**config.mk**
```make
export PLATFORM = sky130hd
export DESIGN_NAME = pctt_alu
export DESIGN_NICKNAME = d
export VERILOG_FILES = /design/src/hdl/pctt_pkg.sv /design/src/hdl/pctt_alu.sv
export SDC_FILE = /design/constraint.sdc
export NUM_CORES = 1
export LEC_CHECK = 0
export ABC_AREA = 1
export BUFFER_PORTS_ARGS = -buffer_cell sky130_fd_sc_hd__buf_4
export CORE_UTILIZATION = 45
export DETAILED_ROUTE_END_ITERATION = 6
export GPL_TIMING_DRIVEN = 0
export PLACE_DENSITY = 0.88
export SLEW_MARGIN = 20
export SYNTH_ARGS = -nofsm -noshare
export SYNTH_HDL_FRONTEND = slang
export SYNTH_SLANG_ARGS = --single-unit
```
**constraint.sdc**
```tcl
create_clock -name vclk -period 2.3
set_input_delay 0.46 -clock vclk [all_inputs]
set_output_delay 0.46 -clock vclk [all_outputs]
set_load 0.05 [all_outputs]
```
**src/hdl/pctt_pkg.sv**
```systemverilog
// shared types and constants of the per-key traffic counter table
// depends on nothing
package pctt_pkg;

   localparam logic [1:0]  ACT_TX   = 2'd0;
   localparam logic [1:0]  ACT_RX   = 2'd1;
   localparam logic [1:0]  ACT_READ = 2'd2;
   localparam logic [31:0] KEY_NONE = 32'hFFFF_FFFF;

   typedef struct packed {
      logic [31:0] key;
      logic [63:0] tx;
      logic [63:0] rx;
   } entry_type;

   typedef struct packed {
      logic [63:0] addend_a;
      logic [63:0] addend_b;
      logic [31:0] key_a;
      logic [31:0] key_b;
   } alu_req_type;

   typedef struct packed {
      logic [63:0] sum;
      logic        key_eq;
   } alu_rsp_type;

   typedef enum logic [3:0] {
      ST_IDLE,
      ST_SCAN,
      ST_CMP,
      ST_UPDATE,
      ST_INSERT,
      ST_RD_ISSUE,
      ST_RD_LOAD,
      ST_RD_WAIT,
      ST_TERM,
      ST_TERM_WAIT
   } state_type;

endpackage

```
**src/hdl/pctt_alu.sv**
```systemverilog
// shared arithmetic unit: 64-bit wrapping adder and key comparator
// depends on pctt_pkg
module pctt_alu
   import pctt_pkg::*;
(
   input  alu_req_type alu_req,
   output alu_rsp_type alu_rsp
);

   // sum wraps modulo 2^64
   assign alu_rsp.sum    = alu_req.addend_a + alu_req.addend_b;
   assign alu_rsp.key_eq = (alu_req.key_a == alu_req.key_b);

endmodule

```
==> metrics.md, run 1 <==
| Metric | Value |
|---|---|
| Worst endpoint, post-GRT repair | alu_rsp[57] |
| Number of top-level pins | 257 |
| Die width | approximately 120 um |
| GP Congestion | 0.963 |
| Die Ht | 121 um |
| Initial Util | 45.9% |
| Warnings from Yosys | 0 |
| Stage reached | global routing (5_1_grt) |
| Tool error | [ERROR GRT-0232] Routing congestion too high. Check the congestion heatmap in the GUI. |
| Worst endpoint pin kind | primary output |
| IO buf count | roughly 260 |
| Hold-fix buffers, CTS | 0 |
| GRT Overall Usage | 79.8% |
| Run status | did not finish |
| Syn Nets | 1590 |
| Sequential area share after synthesis | 0% |
| Syn Area/Cell | 4.76 um^2 |
| Area of the mapped netlist | 6350 um^2 |
| DP Area | 9470 um^2 |
| Post-synthesis cell count | approximately 1.3k |
| Pin count of the biggest net entering global routing | 8 |
| Grt ovf | 177 |
| Post-synthesis cell type count | 24 |
| Rows | 43 |
| DP Wirelength | 22400 um |
through the flow:
| step | worst slack (ns) | hold WS, ns | util, % | cells |
|---|---|---|---|---|
| 3_5_place_dp | -0.642 | 1.30 | 68.5 | 1771 |
| 2_1_floorplan | -0.176 | 1.11 | - | 1334 |
| 4_1_cts | -0.313 | 1.28 | 85.9 | 1839 |
| 3_3_place_gp | -0.597 | 1.30 | 68.5 | 1771 |
timing repair:
| action | in CTS |
|---|---|
| pin swaps | 117 |
| hold endpoints to repair | 0 |
| buffers inserted | 68 |
| setup endpoints to repair | 55 |
| gates resized for setup | 461 |
Yosys cell counts (all sizes together):
cell type	number	area, um^2
a21oi	40	200
clkinv	1	3.75
fa	1	20.0
ha	63	788
inv	319	1200
nand2	621	2390
nand3	59	350
nand4	20	125
nor2	124	556
nor3	14	97.6
nor4	3	25.0
o21ai	2	10.0
o21bai	3	22.5
or2	1	6.26
xnor2	30	263
xor2	33	289
metal layers:
metal / global-route usage (%) / overflow
met5: 26.1 / 0
met4: 87.4 / 63
met3: 60.0 / 5
met2: 99.4 / 108
met1: 77.4 / 1
logic make-up after synthesis:
group | synth area share (%)
and+or+nand+nor | 56.0
buffers and inverters | 18.9
adders and majority gates | 12.7
xor gates and xnor gates | 8.69
AOI/OAI and AO/OA | 3.67
==> run 2, diff against run 1 <==
--- a/config.mk
+++ b/config.mk
@@ -7,10 +7,10 @@
 export LEC_CHECK = 0
 export ABC_AREA = 1
 export BUFFER_PORTS_ARGS = -buffer_cell sky130_fd_sc_hd__buf_4
-export CORE_UTILIZATION = 45
+export CORE_UTILIZATION = 30
 export DETAILED_ROUTE_END_ITERATION = 6
 export GPL_TIMING_DRIVEN = 0
-export PLACE_DENSITY = 0.88
+export PLACE_DENSITY_LB_ADDON = 0.15
 export SLEW_MARGIN = 20
 export SYNTH_ARGS = -nofsm -noshare
 export SYNTH_HDL_FRONTEND = slang
==> constraint.sdc (replaced) <==
create_clock -name vclk -period 3
set_input_delay 0.6 -clock vclk [all_inputs]
set_output_delay 0.6 -clock vclk [all_outputs]
set_load 0.05 [all_outputs]
==> run 2 against run 1 <==
Compared with the run above:
- the flow now finishes without violations
- synthesized cell count did not move
- synthesized area did not move
==> metrics.md, run 2 <==
| Metric | Value |
|---|---|
| Most frequent cells in the layout | 540 x nand2_1, 312 x inv_1, 252 x buf_4 |
| Clkbuf count | 0 |
| Final hold vios | 0 |
| Req. time, crit path | 2.40 ns |
| Run status | completed |
| Placed cell count | about 1.9k |
| Warnings from Yosys | 0 |
| Sequential area share after synthesis | 0% |
| Largest family of logic cells by synthesized area | simple AND/OR/NAND/NOR gates |
| Slew of the pin with the lowest slew margin | 0.333 ns |
| DP Wirelength | 23300 um |
| CP startpoint kind | primary input |
| Cell accounting for the most synthesized area | nand2_1 |
| Slew HR | between 70% and 80% |
| Crit-path cells | buf_4 -> ha_2 -> nand2_2 -> inv_1 -> nand2_2 -> nor3_4 -> nand2_1 -> nor2_1 -> nand2_2 -> nand2_1 -> nand2_1 -> nand2_1 -> buf_6 |
| Hold path cells | 3 |
| Post-synthesis mux area share | 0% |
| Simple-gate share of the synthesized area | 56.0% |
| Count leader, synth | nand2_1 |
| Final ANT Viol Nets | 0 |
| First-pass GRT wire length | 39700 um |
| Antenna diode count | 0 |
| Crit. End Element | primary output |
| Seq_cells | 0 |
| Vias in the first global route | 7998 |
| Top cell by count, worst path | nand2_1 |
| Setup-failing EPs final | 0 |
| Top-area cell type share of the netlist area | 35.2% |
| Core area | a little over 20000 um^2 |
| WS Path Type | primary input to primary output |
| Final WS setup | between 0.09 and 0.1 ns |
| Vias per cell | 4.52 |
| Delay of the slowest critical-path stage | roughly 0.38 ns |
| Number of top-level pins | 257 |
| Die Ht | 147 um |
| WP data arrival | ~2.3 ns |
| Slowest cell on the critical path | ha_2 |
| DP Worst Slack | -0.293 ns |
| Initial antenna violation count | 0 |
| Leakage power | 5.82 nW |
| Grt ovf | 0 |
| GP Congestion | ~0.99 |
| First-pass DRT Iterations | 5 |
| Period utilization | 96.9% |
| PwrDens | roughly 270 nW/um^2 |
| Hold-fix buffers, CTS | 0 |
| Vias | 8478 |
| Post-synthesis cell count | 1334 |
| Drc violations | 0 |
| Final-stage net count | 1865 |
| Non-filler cells, final | 1877 |
| Max Cap Viol | 0 |
| Synth top area cells | nand2_1 35%, inv_1 19%, ha_1 12%, nor2_1 5.8%, xor2_1 4.6% |
| Post-synthesis cell type count | 24 |
| Final worst path period need | around 2.9 ns |
| Syn Area/Cell | 4.76 um^2 |
| Wire per inst | 14.0 um |
| Initial Util | between 30% and 40% |
| DRT Wirelength | between 20000 and 30000 um |
| Syn Nets | 1590 |
| Initial DRC count | approximately 430 |
| Peak supply drop | between 0.0001 and 0.00015 V |
| Pin count of the biggest net entering global routing | 8 |
| Synth Area in Adders | 12.7% |
| Area grow syn2layout | 58.5% |
| Area of the mapped netlist | ~6300 um^2 |
| GRT Overall Usage | approximately 23% |
| Die width | 147 um |
| Setup crit start | alu_req[181] |
| Die Area | 21700 um^2 |
| Post-synthesis compound-gate area fraction | 3.67% |
| RSZ-0062 raised after global routing | true |
| CP Max Fanout | 5 |
| Commonest non-fill, non-tap cell in the layout | nand2_1 |
| Post-Synth XOR/XNOR Area | 8.69% |
| Fraction of layout cells with a size suffix above 1 | 32.5% |
| Hold Path Origin | alu_req[128] |
| Most frequent cells after synthesis | 596 x nand2_1, 317 x inv_1, 98 x nor2_1, 63 x ha_1, 48 x nand3_1 |
| Rows | 52 |
| Reg area | 0 um^2 |
| Hold/Removal Path Class | primary input to primary output |
| IO buf count | 257 |
| Slew Viols, Final | 0 |
| Fmax | 344 MHz |
run 2: what timing repair did:
item / 4_1_cts / 5_1_grt
pin swaps: 6 / 21
setup buffers: 6 / 10
endpoints found under the setup margin: 41 / 42
resized for setup: 84 / 192
run 2: cell families after synthesis:
group,Yosys count
xor gates and xnor gates,63
AOI/OAI and AO/OA,45
and+or+nand+nor,842
adders and majority gates,64
buffers and inverters,320
run 2: cell type report:
class,count,area (um^2)
Multi-Input combinational cell,1014,6390
Timing Repair Buffer,273,2130
Tap cell,270,338
Fill cell,2260,10400
Inverter,320,1200
run 2: power by group:
| group | switching [mW] | total (mW) | internal [mW] |
|---|---|---|---|
| combinational | 1.73 | 2.73 | 0.997 |
| clock | 0 | 0 | 0 |
| sequential | 0 | 0 | 0 |
run 2: metal layers:
layer / part of all wire [%] / GRT usage, % / vias up
li1: - / - / 4479
met4: 1.4 / 2.94 / 0
met2: 47 / 40.8 / 267
met3: 5.6 / 1.14 / 16
met1: 46 / 31.6 / 3716
met5: 0 / 0 / -
run 2: critical path, delay by kind of cell:
family | cells | cell delay, ns
and+or+nand+nor | 9 | 0.92
buffers and inverters | 3 | 0.40
adders and majority gates | 1 | 0.38
run 2: worst paths after layout:
kind | to | slack (ns)
hold / removal | alu_rsp[1] | 1.58
setup / recovery | alu_rsp[61] | 0.09
run 2: through the flow:
step / total power, mW / area, um^2 / hold WS [ns] / utilization, % / TNS [ns]
global route: 2.93 / 10100 / 1.59 / 49.1 / -0.189
finish: 2.73 / 10100 / 1.58 / 49.1 / 0
global placement: 2.38 / 8680 / 1.57 / 42.4 / -4.86
CTS: 2.49 / 9050 / 1.59 / 44.2 / 0
floorplan: 1.57 / 6410 / 1.56 / - / 0
detailed placement: 2.38 / 8680 / 1.58 / 42.4 / -4.25
Note: power is estimated with default switching activity, not from simulation.
